$ cat src/rtl/wsru_pkg.sv
// shared types and constants for the websocket frame receiver
package wsru_pkg;

  localparam logic [3:0] OPCODE_MASK   = 4'hF;
  localparam logic [6:0] LEN_MASK      = 7'h7F;
  localparam logic [6:0] LEN_SHORT_MAX = 7'd125;
  localparam logic [6:0] LEN_CODE_16   = 7'd126;
  localparam logic [3:0] OPC_CLOSE     = 4'd8;
  localparam logic [3:0] OPC_PING      = 4'd9;
  localparam int unsigned STATUS_NORMAL   = 1000;
  localparam int unsigned STATUS_PROTOCOL = 1002;

  typedef enum logic [1:0] {
    KIND_HEADER   = 2'd0,
    KIND_DATA     = 2'd1,
    KIND_RSV_ERR  = 2'd2,
    KIND_MASK_ERR = 2'd3
  } kind_t;

  typedef enum logic [1:0] {
    REPLY_NONE           = 2'd0,
    REPLY_CLOSE_NORMAL   = 2'd1,
    REPLY_PONG           = 2'd2,
    REPLY_CLOSE_PROTOCOL = 2'd3
  } reply_t;

  typedef struct packed {
    kind_t       kind;
    logic        fin_flag;
    logic [3:0]  frame_opcode;
    logic [31:0] payload_length;
    logic [7:0]  out_byte;
    logic        last_byte;
    reply_t      reply;
  } res_t;

endpackage

$ cat src/rtl/wsru_parse.sv
// frame header parser and payload unmasker, one byte per accepted word
module wsru_parse
  import wsru_pkg::*;
(
  input  logic       clk,
  input  logic       rst,
  input  logic       accept,
  input  logic [7:0] in_byte,
  output logic       res_valid,
  output res_t       res
);

  typedef enum logic [2:0] {
    PH_HDR0  = 3'd0,
    PH_HDR1  = 3'd1,
    PH_LEN16 = 3'd2,
    PH_LEN64 = 3'd3,
    PH_KEY   = 3'd4,
    PH_DATA  = 3'd5
  } phase_t;

  phase_t      phase, phase_next;
  logic [2:0]  byte_counter, byte_counter_next;
  logic        fin_reg, fin_reg_next;
  logic [3:0]  opcode_reg, opcode_reg_next;
  logic [31:0] remaining, remaining_next;
  logic [31:0] key_reg, key_reg_next;
  logic [1:0]  key_index, key_index_next;

  logic [2:0]  cnt_inc;
  logic [6:0]  len_code;
  logic [31:0] rem_dec;
  logic [7:0]  key_byte;

  assign cnt_inc  = byte_counter + 3'd1;
  assign len_code = in_byte[6:0] & LEN_MASK;
  assign rem_dec  = remaining - 32'd1;
  // key byte 0 sits in bits 31..24
  assign key_byte = key_reg[{~key_index, 3'b000} +: 8];

  always_comb begin
    phase_next        = phase;
    byte_counter_next = byte_counter;
    fin_reg_next      = fin_reg;
    opcode_reg_next   = opcode_reg;
    remaining_next    = remaining;
    key_reg_next      = key_reg;
    key_index_next    = key_index;
    res_valid         = 1'b0;
    res.kind           = KIND_HEADER;
    res.fin_flag       = fin_reg;
    res.frame_opcode   = opcode_reg;
    res.payload_length = '0;
    res.out_byte       = '0;
    res.last_byte      = 1'b0;
    res.reply          = REPLY_NONE;

    case (phase)
      PH_HDR1: begin
        if (!in_byte[7]) begin
          res_valid  = 1'b1;
          res.kind   = KIND_MASK_ERR;
          res.reply  = REPLY_CLOSE_PROTOCOL;
          phase_next = PH_HDR0;
        end else begin
          byte_counter_next = '0;
          key_reg_next      = '0;
          if (len_code <= LEN_SHORT_MAX) begin
            remaining_next = {25'd0, len_code};
            phase_next     = PH_KEY;
          end else begin
            remaining_next = '0;
            phase_next     = (len_code == LEN_CODE_16) ? PH_LEN16 : PH_LEN64;
          end
        end
      end

      PH_LEN16, PH_LEN64: begin
        remaining_next    = {remaining[23:0], in_byte};
        byte_counter_next = cnt_inc;
        // eight length bytes wrap the counter back to zero
        if ((phase == PH_LEN16 && cnt_inc == 3'd2) ||
            (phase == PH_LEN64 && cnt_inc == 3'd0)) begin
          byte_counter_next = '0;
          phase_next        = PH_KEY;
        end
      end

      PH_KEY: begin
        key_reg_next      = {key_reg[23:0], in_byte};
        byte_counter_next = cnt_inc;
        if (cnt_inc >= 3'd4) begin
          byte_counter_next  = '0;
          key_index_next     = '0;
          res_valid          = 1'b1;
          res.kind           = KIND_HEADER;
          res.payload_length = remaining;
          if (opcode_reg == OPC_CLOSE) begin
            res.reply = REPLY_CLOSE_NORMAL;
          end else if (opcode_reg == OPC_PING) begin
            res.reply = REPLY_PONG;
          end
          phase_next = (remaining == '0) ? PH_HDR0 : PH_DATA;
        end
      end

      PH_DATA: begin
        key_index_next = key_index + 2'd1;
        remaining_next = rem_dec;
        res_valid      = 1'b1;
        res.kind       = KIND_DATA;
        res.out_byte   = in_byte ^ key_byte;
        res.last_byte  = (rem_dec == '0);
        if (rem_dec == '0) begin
          phase_next = PH_HDR0;
        end
      end

      default: begin
        if (in_byte[6:4] != 3'b000) begin
          res_valid        = 1'b1;
          res.kind         = KIND_RSV_ERR;
          res.fin_flag     = in_byte[7];
          res.frame_opcode = in_byte[3:0] & OPCODE_MASK;
          phase_next       = PH_HDR0;
        end else begin
          fin_reg_next    = in_byte[7];
          opcode_reg_next = in_byte[3:0] & OPCODE_MASK;
          phase_next      = PH_HDR1;
        end
      end
    endcase
  end

  always_ff @(posedge clk) begin
    if (rst) begin
      phase        <= PH_HDR0;
      byte_counter <= '0;
      fin_reg      <= 1'b0;
      opcode_reg   <= '0;
      remaining    <= '0;
      key_reg      <= '0;
      key_index    <= '0;
    end else if (accept) begin
      phase        <= phase_next;
      byte_counter <= byte_counter_next;
      fin_reg      <= fin_reg_next;
      opcode_reg   <= opcode_reg_next;
      remaining    <= remaining_next;
      key_reg      <= key_reg_next;
      key_index    <= key_index_next;
    end
  end

endmodule

$ cat src/rtl/wsru_out_reg.sv
// result register with valid/ready toward the receiver
module wsru_out_reg
  import wsru_pkg::*;
(
  input  logic clk,
  input  logic rst,
  input  logic load,
  input  res_t res_in,
  input  logic out_ready,
  output logic slot_free,
  output logic out_valid,
  output res_t res_out
);

  // free when empty or being drained this cycle
  assign slot_free = !out_valid || out_ready;

  always_ff @(posedge clk) begin
    if (rst) begin
      out_valid <= 1'b0;
    end else if (load) begin
      out_valid <= 1'b1;
    end else if (out_ready) begin
      out_valid <= 1'b0;
    end
  end

  always_ff @(posedge clk) begin
    if (load) begin
      res_out <= res_in;
    end
  end

endmodule

$ cat src/rtl/websocket_frame_receive_unmask.sv
// top level of the websocket frame receiver and unmasker
// usage:
//   in_valid/in_ready/in_byte carry received bytes, one word per handshake.
//   out_valid/out_ready carry one result word: header done, payload byte
//   (unmasked, last one flagged) or a framing error, with the reply request.
//   header bytes and mask key bytes produce no result word unless a framing
//   error is found; the header result appears with the last key byte.
//   a result is registered, so it is on the outputs in the cycle after its byte is taken.
//   throughput: one byte per cycle unless a held result stalls; parser
//   state updates per taken byte and the result register parts the two
//   sides, so a new byte is taken while the previous result is read out.
//   when the receiver stalls with a result held, in_ready drops until that
//   result is taken; in_ready depends combinationally on out_ready.
//   reset clears the parser to expect a first header byte and empties the
//   result register.
module websocket_frame_receive_unmask
  import wsru_pkg::*;
(
  input  logic        clk,
  input  logic        rst,
  input  logic        in_valid,
  output logic        in_ready,
  input  logic [7:0]  in_byte,
  output logic        out_valid,
  input  logic        out_ready,
  output logic [1:0]  kind,
  output logic        fin_flag,
  output logic [3:0]  frame_opcode,
  output logic [31:0] payload_length,
  output logic [7:0]  out_byte,
  output logic        last_byte,
  output logic [1:0]  reply
);

  logic accept;
  logic res_valid;
  logic slot_free;
  res_t res_c;
  res_t res_q;

  assign in_ready = slot_free;
  assign accept   = in_valid && in_ready;

  wsru_parse u_parse (
    .clk       (clk),
    .rst       (rst),
    .accept    (accept),
    .in_byte   (in_byte),
    .res_valid (res_valid),
    .res       (res_c)
  );

  wsru_out_reg u_out (
    .clk       (clk),
    .rst       (rst),
    .load      (accept && res_valid),
    .res_in    (res_c),
    .out_ready (out_ready),
    .slot_free (slot_free),
    .out_valid (out_valid),
    .res_out   (res_q)
  );

  assign kind           = res_q.kind;
  assign fin_flag       = res_q.fin_flag;
  assign frame_opcode   = res_q.frame_opcode;
  assign payload_length = res_q.payload_length;
  assign out_byte       = res_q.out_byte;
  assign last_byte      = res_q.last_byte;
  assign reply          = res_q.reply;

  a_ready_when_empty: assert property (@(posedge clk) disable iff (rst)
    !out_valid |-> in_ready)
    else $error("input stalled with empty result register");

  a_data_no_reply: assert property (@(posedge clk) disable iff (rst)
    out_valid && kind == KIND_DATA |-> reply == REPLY_NONE)
    else $error("payload word carries a reply request");

  a_last_only_data: assert property (@(posedge clk) disable iff (rst)
    out_valid && last_byte |-> kind == KIND_DATA)
    else $error("last flag on a non-payload word");

  a_mask_err_reply: assert property (@(posedge clk) disable iff (rst)
    out_valid && kind == KIND_MASK_ERR |-> reply == REPLY_CLOSE_PROTOCOL)
    else $error("unmasked frame without protocol close");

  a_drain: assert property (@(posedge clk) disable iff (rst)
    out_valid && out_ready && !accept |=> !out_valid)
    else $error("result repeated after it was taken");

endmodule
$ cat config.mk
export PLATFORM = sky130hd
export DESIGN_NAME = websocket_frame_receive_unmask
export DESIGN_NICKNAME = d
export VERILOG_FILES = /design/src/rtl/wsru_pkg.sv /design/src/rtl/wsru_parse.sv /design/src/rtl/wsru_out_reg.sv /design/src/rtl/websocket_frame_receive_unmask.sv
export SDC_FILE = /design/constraint.sdc
export NUM_CORES = 1
export LEC_CHECK = 0
export ABC_AREA = 1
export BUFFER_PORTS_ARGS = -buffer_cell sky130_fd_sc_hd__buf_2
export CORE_MARGIN = 2
export CORE_UTILIZATION = 25
export CTS_BUF_LIST = sky130_fd_sc_hd__clkbuf_16
export DETAILED_ROUTE_END_ITERATION = 6
export GPL_TIMING_DRIVEN = 0
export PLACE_DENSITY_LB_ADDON = 0.15
export SETUP_SLACK_MARGIN = 0.1
export SYNTH_ARGS = -nofsm -noshare
export SYNTH_HDL_FRONTEND = slang
export SYNTH_SLANG_ARGS = --single-unit
export TNS_END_PERCENT = 100
$ cat constraint.sdc
create_clock -name clk -period 7.9 [get_ports clk]
set_clock_uncertainty 0.15 [all_clocks]
set_input_delay 1.58 -clock clk [delete_from_list [all_inputs] [get_ports clk]]
set_output_delay 1.58 -clock clk [all_outputs]
set_load 0.05 [all_outputs]
==> flow_metrics.env <==
export IMPL_min_period_over_period_pct=47.7
export IMPL_power_per_cell_area_nw_per_um2=351
export IMPL_final_min_clock_period_ns=3.76
export IMPL_p_sw_mw=1.20
export IMPL_antenna_left=0
export IMPL_initial_core_util_pct=25.3
export IMPL_ctsLongestPathBuffers=2
export IMPL_ys_types=35
export IMPL_die_area_um2=27400
export IMPL_synth_area_leaders="dfxtp_1 24%, edfxtp_1 23%, nand2_1 13%"
export IMPL_finalHoldViolCount=0
export IMPL_htreeDepth=4
export IMPL_p_leak_nw=3.16
export IMPL_die_width_um=166
export IMPL_antennaDiodeCount=0
export IMPL_cap_violations=0
export IMPL_grt_max_degree=17
export IMPL_finalSetupViolCount=0
export IMPL_yosys_warnings=0
export IMPL_relSlewSlack_pct=42.2
export IMPL_yosysSeqAreaShare_pct=46.9
export IMPL_pwr_share_clk_pct=29.1
export IMPL_largest_reg_flops=50
export IMPL_cp_arrival_ns=2.03
export IMPL_holdBufCountCts=0
export IMPL_clk_pin_slew_ns=0.06
export IMPL_synth_top_area_share_pct=23.9
export IMPL_via_per_inst=4.75
export IMPL_async_reset_ff_share_pct=0
export IMPL_cts_tree="done"
export IMPL_post_place_ws_ns=4.13
export IMPL_rsz0062_at_grt="false"
export IMPL_crit_type="input pin to output port"
export IMPL_portBuffers=62
export IMPL_cts_num_sinks=128
export IMPL_tightest_slew_ns=0.863
export IMPL_max_freq_mhz=266
export IMPL_grt_first_pass_wirelength_um=34400
export IMPL_syn_area_per_cell_um2=7.44
export IMPL_cts_root_buf="clkbuf_16"
export IMPL_core_um2=25800
export IMPL_cts_buffers=17
export IMPL_synth_edff_count=50
export IMPL_nFillCells=2831
export IMPL_swShare_pct=43.1
export IMPL_required_ns=6.17
export IMPL_fin_nets=982
export IMPL_wirelength_um=21600
export IMPL_num_vias=6226
export IMPL_ir_worst_vdd_uv=124
export IMPL_cp_max_fo=3
export IMPL_wl_per_cell_um=16.5
export IMPL_grt_pass1_vias=6048
export IMPL_io_pins=64
export IMPL_ys_flop_type="dfxtp_1"
export IMPL_place_hpwl_um=16100
export IMPL_globalplace_congestion=0.871
export IMPL_syn_area_um2=6530
export IMPL_pwr_share_comb_pct=40.2
export IMPL_status="complete, no violations"
export IMPL_drive_gt1_share_pct=12.8
export IMPL_p_int_mw=1.58
export IMPL_yosys_area_top_type="dfxtp_1"
export IMPL_grt_total_usage_pct=15.9
export IMPL_cts_resized=0
export IMPL_holdWs_ns=0.313
export IMPL_final_util_pct=30.6
export IMPL_setup_ws_ns=4.14
export IMPL_drc=0
export IMPL_gr_total_overflow=0
export IMPL_area_delta_synth_final_pct=21.2
export IMPL_fp_dieH_um=166
export IMPL_syn_nets=897
export IMPL_syn_inst=878
export IMPL_antenna_found_initial=0
export IMPL_pwr_share_seq_pct=30.7
export IMPL_ys_ff_latch=128
export IMPL_drt_iter0_drc=374
export IMPL_dr_pass1_iters=5
export IMPL_clock_latency_ns=0.43
export IMPL_postCtsSetupBuffers=0
export IMPL_min_delay_path_class="flop to flop"
export IMPL_cp_start_kind="input pin"
export IMPL_endpoint_kind="output port"
export IMPL_p_total_mw=2.78
export IMPL_rows=59
export IMPL_drv_slew=0
-- through the flow --
stage	cells	TNS (ns)	area (um2)
after floorplan	878	0	6530
after global placement	1275	-35.11	7260
after detailed placement	1279	0	7310
after CTS	1311	0	7910
after global routing	1311	0	7910
final	1311	0	7910
-- per-layer routing --
| metal | share of wire, % | vias to the layer above | wire (um) | GRT usage (%) |
|---|---|---|---|---|
| li1 | - | 3131 | - | - |
| met1 | 46 | 2947 | 10000 | 20.7 |
| met2 | 48 | 121 | 10400 | 26.6 |
| met3 | 3.7 | 27 | 804 | 3.56 |
| met4 | 1.8 | 0 | 397 | 4.57 |
| met5 | 0 | - | 0 | 0 |
-- power groups by stage --
stage	Combinational (mW)	Sequential (mW)	Clock [mW]
after floorplan	0.636	1.03	0
after global placement	1.11	0.880	0
after detailed placement	1.12	0.867	0
after CTS	1.12	0.854	0.828
after global routing	1.23	0.865	0.858
final	1.12	0.853	0.808
-- cell families (layout without fill, tap and decap cells) --
| kind of cell | count (synthesis) | in the layout | share of synthesized area (%) |
|---|---|---|---|
| AOI/OAI and AO/OA | 184 | 184 | 16.3 |
| DFF | 128 | 128 | 46.9 |
| adders and majority gates | 7 | 7 | 1.34 |
| buffers and inverters | 111 | 209 | 6.82 |
| and+or+nand+nor | 446 | 446 | 28.3 |
| xor gates and xnor gates | 2 | 2 | 0.268 |
-- cell type report --
cell class | instances | area [um2] | area share, %
Sequential cell | 128 | 3060 | 38.7
Multi-Input combinational cell | 639 | 3030 | 38.3
Clock buffer | 17 | 425 | 5.38
Tap cell | 335 | 419 | 5.30
Timing Repair Buffer | 66 | 359 | 4.54
Inverter | 74 | 278 | 3.51
Clock inverter | 15 | 173 | 2.18
Buffer | 37 | 168 | 2.12
-- path summary, 6_finish.rpt --
path                                                        from  cells past startpoint                                to  slack (ns)
worst min-delay path            u_parse.key_reg[24]$_SDFFE_PP0P_                      2  u_parse.key_reg[24]$_SDFFE_PP0P_        0.31
worst max register to register     u_parse.phase[2]$_SDFFE_PP0P_                     10   u_out.res_out[23]$_SDFFCE_PN0P_        4.81
worst min register to register  u_parse.key_reg[24]$_SDFFE_PP0P_                      2  u_parse.key_reg[24]$_SDFFE_PP0P_        0.31
worst max-delay path                                   out_ready                      4                          in_ready        4.14
-- critical path, stage by stage --
cell and delay [ns]:
buf_2 0.08, inv_1 0.03, nand2_1 0.08, buf_2 0.27
-- cell usage after synthesis, types with 2 or more instances --
library cell / n
a21oi_1: 86
a221oi_1: 30
a22o_1: 2
buf_1: 3
buf_2: 5
buf_6: 3
clkbuf_1: 26
dfxtp_1: 78
edfxtp_1: 50
ha_1: 7
inv_1: 73
nand2_1: 226
nand2_2: 5
nand3_1: 31
nand4_1: 12
nor2_1: 146
nor2_2: 7
nor2_4: 5
nor3_1: 4
nor4_1: 6
o21ai_0: 48
o21ai_1: 5
o22ai_1: 8
-- cell usage in the layout (no fill, tap or decap), types with 6 or more instances in the layout --
cell type and count:
a21oi_1 86, a221oi_1 30, buf_2 67, buf_6 6, clkbuf_1 26, clkbuf_16 17, dfxtp_1 78, edfxtp_1 50
ha_1 7, inv_1 75, nand2_1 226, nand3_1 31, nand4_1 12, nor2_1 146, nor2_2 7, nor4_1 6
o21ai_0 48, o22ai_1 8
Power figures use the tool's default switching activity.
